[config.mk]
export PLATFORM = sky130hd
export DESIGN_NAME = rvq_fifo
export DESIGN_NICKNAME = d
export VERILOG_FILES = /design/src/sv/rvq_pkg.sv /design/src/sv/rvq_fifo.sv
export SDC_FILE = /design/constraint.sdc
export NUM_CORES = 1
export LEC_CHECK = 0
export BUFFER_PORTS_ARGS = -buffer_cell sky130_fd_sc_hd__buf_2
export CORE_AREA = 2 2 189 191
export CTS_CLUSTER_SIZE = 14
export DETAILED_ROUTE_END_ITERATION = 10
export DIE_AREA = 0 0 191 193
export GPL_ROUTABILITY_DRIVEN = 1
export MAX_ROUTING_LAYER = met4
export PLACE_DENSITY = 0.86
export SETUP_SLACK_MARGIN = 0.2
export SYNTH_ARGS = -nofsm -noshare
export SYNTH_HDL_FRONTEND = slang
export SYNTH_SLANG_ARGS = --single-unit
[constraint.sdc]
create_clock -name clk -period 12.8 [get_ports clk]
set_input_delay 0 -clock clk [delete_from_list [all_inputs] [get_ports clk]]
set_output_delay 0 -clock clk [all_outputs]
set_load 0.01 [all_outputs]
[src/sv/rvq_pkg.sv]
// Shared types, constants and the CORDIC arctangent table for the rotation vector block.
package rvq_pkg;

    localparam int CORDIC_STAGES = 30;
    localparam int SQRT_STAGES   = 32;
    localparam int DIV_STAGES    = 31;
    localparam int QUEUE_DEPTH   = 4;
    localparam int QUEUE_AW      = 2;

    localparam logic [30:0]        THRESHOLD_RESET = 31'd268;
    localparam logic signed [31:0] ONE_Q30         = 32'sd1073741824;
    localparam logic signed [33:0] CORDIC_INV_GAIN = 34'sd652032874;
    localparam logic signed [34:0] PI_Q30          = 35'sd3373259426;
    localparam logic signed [34:0] TWO_PI_Q30      = 35'sd6746518852;
    localparam logic signed [34:0] HALF_PI_Q30     = 35'sd1686629713;

    typedef struct packed {
        logic signed [31:0] gyro_x;
        logic signed [31:0] gyro_y;
        logic signed [31:0] gyro_z;
    } gyro_t;

    typedef struct packed {
        logic signed [31:0] quat_w;
        logic signed [31:0] quat_x;
        logic signed [31:0] quat_y;
        logic signed [31:0] quat_z;
        logic               is_identity;
    } quat_t;

    // Item handed from the front to the back through the queue.
    typedef struct packed {
        gyro_t       gyro;
        logic [31:0] mag;
        logic        is_identity;
    } class_item_t;

    function automatic logic signed [34:0] atan_entry(input int i);
        logic signed [34:0] r;
        r = '0;
        unique case (i)
            0: r = 35'sd843314857;
            1: r = 35'sd497837830;
            2: r = 35'sd263043837;
            3: r = 35'sd133525159;
            4: r = 35'sd67021687;
            5: r = 35'sd33543515;
            6: r = 35'sd16775851;
            7: r = 35'sd8388437;
            8: r = 35'sd4194283;
            9: r = 35'sd2097149;
            default:
            begin
                if (i <= 30)
                    r = 35'sd1 <<< (30 - i);
                else
                    r = '0;
            end
        endcase
        return r;
    endfunction

endpackage

[src/sv/rvq_fifo.sv]
// Short queue that decouples the magnitude front end from the trigonometric back end.
module rvq_fifo (
    input  logic                 clk,
    input  logic                 rst_n,
    input  logic                 push,
    input  rvq_pkg::class_item_t push_item,
    input  logic                 pop,
    output rvq_pkg::class_item_t head,
    output logic                 full,
    output logic                 empty
);

    rvq_pkg::class_item_t            mem_reg [rvq_pkg::QUEUE_DEPTH];
    logic [rvq_pkg::QUEUE_AW-1:0]    wr_ptr_reg, wr_ptr_next;
    logic [rvq_pkg::QUEUE_AW-1:0]    rd_ptr_reg, rd_ptr_next;
    logic [rvq_pkg::QUEUE_AW:0]      count_reg, count_next;

    assign full  = (count_reg == (rvq_pkg::QUEUE_AW+1)'(rvq_pkg::QUEUE_DEPTH));
    assign empty = (count_reg == '0);
    assign head  = mem_reg[rd_ptr_reg];

    always_comb
    begin
        wr_ptr_next = wr_ptr_reg + (push ? 1'b1 : 1'b0);
        rd_ptr_next = rd_ptr_reg + (pop ? 1'b1 : 1'b0);
        count_next  = count_reg;
        if (push && !pop)
            count_next = count_reg + 1'b1;
        else if (pop && !push)
            count_next = count_reg - 1'b1;
    end

    always_ff @(posedge clk or negedge rst_n)
    begin
        if (!rst_n)
        begin
            wr_ptr_reg <= '0;
            rd_ptr_reg <= '0;
            count_reg  <= '0;
        end
        else
        begin
            wr_ptr_reg <= wr_ptr_next;
            rd_ptr_reg <= rd_ptr_next;
            count_reg  <= count_next;
        end
    end

    always_ff @(posedge clk)
    begin
        if (push)
            mem_reg[wr_ptr_reg] <= push_item;
    end

endmodule

# Word level (Yosys, flattened, before mapping)
# Memory sizes are Yosys's and may differ from the RTL's.
# Index checks and enable logic that the tools add are counted.
# classes
n_eq_ne	1
shifts	0
muxes	6
bitwise	0
addsub	4
div_mod_pow	0
multipliers	0
reduce_logical	6
order_cmp	0
# ops
cell	n
2-to-1 mux 3 bit	2
adder 2 x 1 -> 2 bit	2
2-to-1 mux 1 bit	4
adder 3 x 1 -> 3 bit (second input constant)	1
equality test 3 bit (second input constant)	1
logical NOT 3 bit	1
subtractor 3 x 1 -> 3 bit (second input constant)	1
logical AND 1 bit	2
logical NOT 1 bit	2
nonzero test 2 bit	1
# totals
output_inout_bits	131
inputBits	133
ramBits	516
reg_bits	7
latchBits	0
wordCells	21
mem_count	1
rom_bits	0
# mem_list
name	words	width	read_ports	rd_clocked_by_memory_dff	write_ports	line_no	text
mem_reg	4	129	1	0	1	rvq_fifo.sv:13	rvq_pkg::class_item_t mem_reg [rvq_pkg::QUEUE_DEPTH];

# Longest topological paths before layout
# Gate-level depths: netlist of the first run.
# logic_depth
word_depth	4
mapped_depth	7
mapped_depth_nobuf	7

# Least setup slack after synthesis of the first run
# No wires, ideal clock.
# synth_path
path_type	register to register
start	register wr_ptr_reg[1] in the netlist's numbering
end	memory mem_reg[0][0] in the netlist's numbering (enable)
arrival_time_ps	9771
path_buffers	0
t_required_ps	11999
stages_incl_launch_ff	2
setup_slack_ps	2228
path_cell_list	dfrtp_1 -> nor3b_1
# synth_lines
element	line_no	text
start: declaration	rvq_fifo.sv:14	logic [rvq_pkg::QUEUE_AW-1:0] wr_ptr_reg, wr_ptr_next;
start signal: assignment	rvq_fifo.sv:43	wr_ptr_reg <= wr_ptr_next;
end: declaration	rvq_fifo.sv:13	
# No word-level cell before the write port.

==> run metrics, run 1 <==
Slew Limit Headroom=29.78%; most frequent cells in the layout=edfxtp_1 (516), buf_2 (263), dlygate4sd3_1 (133); die span in x=191 microns; CP top delay family=flip-flops; routability cong.=between 0.7 and 0.8; post-synthesis simple-gate area fraction=0.2441%; Die H=193 microns; crit-path max cell delay=around 1.1 ns; post-synthesis mux area share=about 15%; status=completed; Reg power frac=46.1%; clock skew=0.01344 ns; CTS Sinks=between 500 and 600; largest vdd supply drop=0.2525 mV; post-synthesis sequential area ratio=82.64%; IO Port Bufs=263; worst r2r path cells=4; Compound-Gate Fraction of Synth Area=0%; crit path cell chain=buf_4 -> mux4_2 -> buf_2; CTS tree=done; total grt overflow=0; # placed instances=1406; Final Max Slew Viols=0; GRT Total Usage=~22%; area grow syn2layout=24.90%; ranking of synthesized cells by area=edfxtp_1 (82%), mux4_2 (15%), dfrtp_1 (0.92%); Yosys reg bits=523; hold endpoint=mem_reg[1][119]; startpoint type of the worst setup path=register; mapped cell area=18960 sq um; power per cell area=221.9 nW/um^2; sw frac=slightly below 30%; synth unique cells=20; vias in the first global route=10140; CP arrival=about 3.4 ns; Tmin final=3.407 ns; Worst Path Max Fanout=50; Core Footprint=34960 sq um; Mapped Nets=approximately 840; Hold Crit Start=push_item[119]; initial core utilization=between 50% and 60%; worst path bufs/invs=2; met3 Use GR=slightly below 6%; Post-Synth Adder-Cell Area=less than 1%; Crit. End Element=primary output; Final Power=5255 uW; endpoints failing setup=0; WHS Path Cells=2; Tcrit/Tclk final=approximately a quarter; Final Hold Viols=0; GRT busiest layer=met2; Max Cap Viol=0; Ports=264; pin count of the biggest net entering global routing=130; Crit. Startpoint=rd_ptr_reg[0]; Final HPWL DP=20.93 mm; Inserted Clock Buffers=50; switching power=1514 uW; Ys Warns=0; r2r endpoint=mem_reg[2][95]; worst slew pin tran=1.053 ns; Gate power share=27.1%; drt pass-1 iters=5; Clock Tree Buf Depth=3; ANT nets after route=0; final net count=1267; # H-tree levels=2; post-synthesis xor/xnor area fraction=0.2309%; grt met1 use=27.06%; largest family of logic cells by synthesized area=multiplexers; Detailed Route Iter0 Violations=596; insertion delay to the later sink of the worst-skew pair=0.57 ns; share of cells above drive strength 1=41.11%; Largest register FFs=516; CP Class=reg -> out; most common cell after layout, fill and taps aside=edfxtp_1; final WL=38.94 mm; CP max stage cell=dfrtp_4; Fmax=293.5 MHz; RSZ-0062 raised after global routing=no; post-synthesis cell type with the largest combined area=edfxtp_1; Internal=about 3700 uW; LEAKAGE=between 0.008 and 0.009 uW; Syn Area/Cell=27.09 sq um; row count=69; via count=9232; wire per inst=23.80 microns; Setup TNS Final=0 ns; Critical R2R Launch=wr_ptr_reg[1]; Cell Count, Final, Fillers Out=roughly 1600; number of antenna violations at the first check in global routing=5; Syn Inst Count=700; clock power share=a little over a quarter; FF-to-FF setup slack=9.61 ns; DRC viols=0; first-pass GRT wire length=around 58 mm; clock slew at reported path FFs=0.06 ns; required time worst endpoint=12.80 ns; GRT met2 Usage=approximately 36%; worst min path class=in -> reg; Final Core Density=67.74%; top cell type's share of synthesized area=81.72%; vias per cell=around 5.6; die area=36860 sq um; CTS Root Buffer Type=clkbuf_16
==> synthesized netlist by cell type <==
cell type,count
edfxtp_1,516
buf_6,13
nor3b_1,2
dfrtp_1,7
clkbuf_1,1
mux2_2,1
inv_1,2
mux4_2,129
nor2_1,2
buf_2,11
nand2_1,1
and3_1,1
buf_1,2
buf_4,1
ha_1,3
nor3_1,1
xnor2_1,1
xor2_1,4
and3b_1,1
fa_1,1
==> what timing repair did <==
item                                    CTS  global route
resized for setup                         0             0
endpoints found under the setup margin    0             0
buffers inserted                          0             0
hold buffers                            133             0
endpoints found under the hold margin   539             0
==> worst reg2reg max path, stage by stage (launching register included) <==
cell	delay, ns
dfrtp_1	0.44
nand2_1	0.12
nor2_4	0.64
buf_4	0.77
buf_4	0.80
==> worst max path at each step <==
| stage | end | slack [ns] | cells after the start |
|---|---|---|---|
| 6_report | head[56] | 9.39 | 3 |
| 4_1_cts | head[19] | 9.23 | 3 |
| 3_5_place_dp | mem_reg[2][97] | 9.57 | 4 |
| 2_1_floorplan | mem_reg[0][0] | 2.23 | 1 |
| 3_3_place_gp | mem_reg[2][97] | 9.61 | 4 |
| 5_1_grt | head[56] | 9.06 | 3 |
==> cell type report <==
type | instances | area (sq um)
sequential | 523 | 15680
fill | 2097 | 11280
multi-input combinational | 147 | 3085
timing repair buffer | 406 | 2735
clock buffer | 64 | 1378
tap | 461 | 576.8
clock inverter | 28 | 211.5
antenna | 5 | 12.51
inverter | 2 | 7.507
==> routing by layer <==
layer | vias up | share of wire, %
li1 | 3916 | -
met1 | 4829 | 38
met2 | 418 | 51
met3 | 69 | 8.4
met4 | 0 | 2.2
met5 | - | 0
==> kinds of logic (layout without fill, tap and decap cells) <==
group	after synthesis	after routing
other	0	5
multiplexers	130	130
buffers and inverters	30	500
flip-flops	523	523
AND/OR/NAND/NOR	8	8
XOR/XNOR	5	5
adder cells (fa/ha/maj)	4	4
==> power by group through the flow <==
| stage | Sequential (uW) | Clock [uW] | Combinational (uW) |
|---|---|---|---|
| 6_report | 2420 | 1410 | 1420 |
| 5_1_grt | 2460 | 1500 | 1520 |
| 4_1_cts | 2430 | 1440 | 1440 |
| 3_5_place_dp | 2460 | 0 | 1400 |
| 3_3_place_gp | 2430 | 0 | 1370 |
| 2_1_floorplan | 2390 | 0 | 983 |
==> through the flow <==
step / worst slack (ns) / cell area (sq um) / hold WS, ns
global placement: 9.605 / 20750 / -0.1616
CTS: 9.232 / 23670 / 0.1315
detailed placement: 9.569 / 20750 / -0.1571
floorplan: 2.228 / 18960 / -0.2956
global route: 9.063 / 23680 / 0.1585
finish: 9.393 / 23680 / 0.1763
Power figures use the tool's default switching activity.
==> inputs of run 2 (changes only) <==
ABC_AREA = 1   (was not set)
CORE_AREA = 2 2 198 200   (was 2 2 189 191)
DIE_AREA = 0 0 200 202   (was 0 0 191 193)
clock period = 3.14 ns   (was 12.8 ns; I/O delays follow)
==> run metrics, run 2 <==
status=completed; startpoint type of the worst setup path=register; sw frac=35.15%; ranking of synthesized cells by area=edfxtp_1 (75%), o211ai_1 (9.3%), nand2_1 (7.1%); Reg power frac=41.2%; Detailed Route Iter0 Violations=1019; largest vdd supply drop=0.6874 mV; Gate power share=33.9%; RSZ-0062 raised after global routing=no; most common cell after layout, fill and taps aside=edfxtp_1; Final Core Density=around two thirds; Largest register FFs=516; max layer used=met4; worst slew pin tran=between 0.7 and 0.8 ns; initial core utilization=around 54%; LEAKAGE=0.01020 uW; required time worst endpoint=about 3.1 ns; Met3 Routed Length=3.515 mm; clock skew=0.01116 ns; row count=a little over 70; drt pass-1 iters=5; CTS tree=done; Final HPWL DP=between 20 and 25 mm; Clock Tree Buf Depth=3; vias per cell=5.345; Commonest cells post-synth=edfxtp_1 (516), nand2_1 (394), inv_1 (266), o211ai_1 (258), buf_2 (44); CP arrival=between 2 and 3 ns; final net count=2063; total grt overflow=0; hold endpoint=mem_reg[1][9]; Fill cells=2470; GRT Total Usage=approximately a quarter; FF-to-FF setup slack=1.45 ns; post-synthesis cell type with the largest combined area=edfxtp_1; Syn Area/Cell=13.47 sq um; CTS Sinks=approximately 520; insertion delay to the later sink of the worst-skew pair=0.58 ns; Final Hold Slack=0.1756 ns; post-synthesis sequential area ratio=75.37%; Die H=202 microns; Max Cap Viol=0; top cell type's share of synthesized area=74.53%; Final Power=23470 uW; DRC viols=0; main flop type after synthesis=edfxtp_1; Internal=15220 uW; mapped cell area=between 20000 and 25000 sq um; ys async rst share=between 1 and 1.5%; die area=40400 sq um; CTS Root Buffer Type=clkbuf_16; Met2 Wirelength=24.11 mm; Ys Warns=0; WHS Path Cells=2; EDFF count, synth=516; share of cells above drive strength 1=a little under a fifth; endpoints failing setup=0; Ports=264; first-pass GRT wire length=72.68 mm; die span in x=200 microns; r2r endpoint=mem_reg[2][75]; synth unique cells=17; clock power share=roughly 25%; area grow syn2layout=22.73%; Post-DP Area=22570 sq um; via count=between 10000 and 15000; Slew Limit Headroom=49.04%; buffer count from post-CTS setup fixing=0; ANT nets after route=0; routability cong.=a little under 0.8; # H-tree levels=2; most used cell, CP=nand2_1; most frequent cells in the layout=edfxtp_1 (516), nand2_1 (394), inv_1 (264); worst r2r path cells=3; register area=15680 sq um; Mapped Nets=1680; wl on met1=17.98 mm; CP Class=reg -> out; Final Max Slew Viols=0; Fmax=391.2 MHz; top-count cell post-synth=edfxtp_1; Yosys reg bits=523; Hold Crit Start=push_item[9]; Inserted Clock Buffers=51; Setup TNS Final=0 ns; IO Port Bufs=263; switching power=8251 uW; wire per inst=18.82 microns; Syn Inst Count=around 1500; final WL=46.82 mm; Tcrit/Tclk final=81.41%; number of antenna violations at the first check in global routing=5; vias in the first global route=13760; power per cell area=between 900 and 1000 nW/um^2; pin count of the biggest net entering global routing=131; area of the multi-input gates=between 3000 and 4000 sq um; Core Footprint=38290 sq um; Final Hold Viols=0; Tmin final=roughly 2.6 ns; Crit. End Element=primary output; Critical R2R Launch=wr_ptr_reg[1]; crit path cell chain=buf_12 -> nand2_1 -> o211ai_1 -> nand2_1 -> buf_2; worst min path class=in -> reg; CP max stage cell=dfrtp_4; Worst Path Max Fanout=87; crit-path max cell delay=between 0.9 and 1 ns; Finished Cell Area=25520 sq um; clock slew at reported path FFs=around 0.06 ns
-- run 2: cell count changes after synthesis, sizes merged, moves of 2 or more --
cell    before  now
xor2         4    2
nor3b        2    0
buf         27   80
o211ai       0  258
nor3         1    6
nand2        1  394
clkbuf       1    6
nor2         2    0
inv          2  267
mux4       129    0
-- run 2: timing repair --
item / in CTS / in global routing
hold buffers: 133 / 0
resized for setup: 0 / 0
hold endpoints to repair: 530 / 0
-- run 2: power by group through the flow --
stage	logic [uW]	registers, uW	clock network (uW)
after floorplan	5170	9660	0
after global routing	8760	9770	6220
after global placement	7470	9690	0
after detailed placement	7660	9780	0
after CTS	7880	9640	5930
final	7950	9660	5860
-- run 2: cell families (layout without fill, tap and decap cells) --
family / after synthesis / count (layout) / synth area share [%]
fa+ha+maj: 4 / 4 / 0.2769
compound gates: 258 / 258 / 9.316
simple gates: 402 / 402 / 7.312
flops: 523 / 523 / 75.37
other cells: 0 / 6 / 0
buf+inv: 353 / 773 / 7.595
xor+xnor: 3 / 3 / 0.1264
-- run 2: how the worst max path moves through the flow --
stage | from | end | slack [ns] | cells past startpoint
final | rd_ptr_reg[0] | head[43] | 0.58 | 5
after CTS | rd_ptr_reg[0] | head[43] | 0.63 | 5
after detailed placement | rd_ptr_reg[1] | head[2] | 1.29 | 5
after floorplan | wr_ptr_reg[1] | mem_reg[2][0] | -0.90 | 2
after global placement | rd_ptr_reg[1] | head[4] | 1.29 | 5
after global routing | rd_ptr_reg[0] | head[43] | 0.46 | 5
-- run 2: metrics by stage --
stage | cells | setup slack [ns]
after floorplan | 1543 | -0.8993
after global placement | 2258 | 1.291
after detailed placement | 2258 | 1.288
after CTS | 2481 | 0.6335
after global routing | 2486 | 0.4592
final | 2487 | 0.5836
-- run 2: layer usage --
layer | vias up | GRT usage (%)
met1 | 6486 | 28.56
met5 | - | -
met3 | 95 | 4.589
met4 | 0 | 8.915
li1 | 6164 | -
met2 | 549 | 41.37
-- run 2: area by class of cell --
class,count,share of cell area (%)
Clock inverter,32,0.9856
Multi-Input combinational cell,667,14.05
Timing Repair Buffer,416,11.70
Antenna cell,6,0.05884
Sequential cell,523,61.45
Inverter,267,3.938
Tap cell,518,2.540
Clock buffer,58,5.271
-- run 2: worst max-delay path, delay by kind of cell, from the launching register on --
family	cells	cell delay [ns]
buffers and inverters	2	0.54
DFF	1	0.93
AOI/OAI and AO/OA	1	0.17
and+or+nand+nor	2	0.30
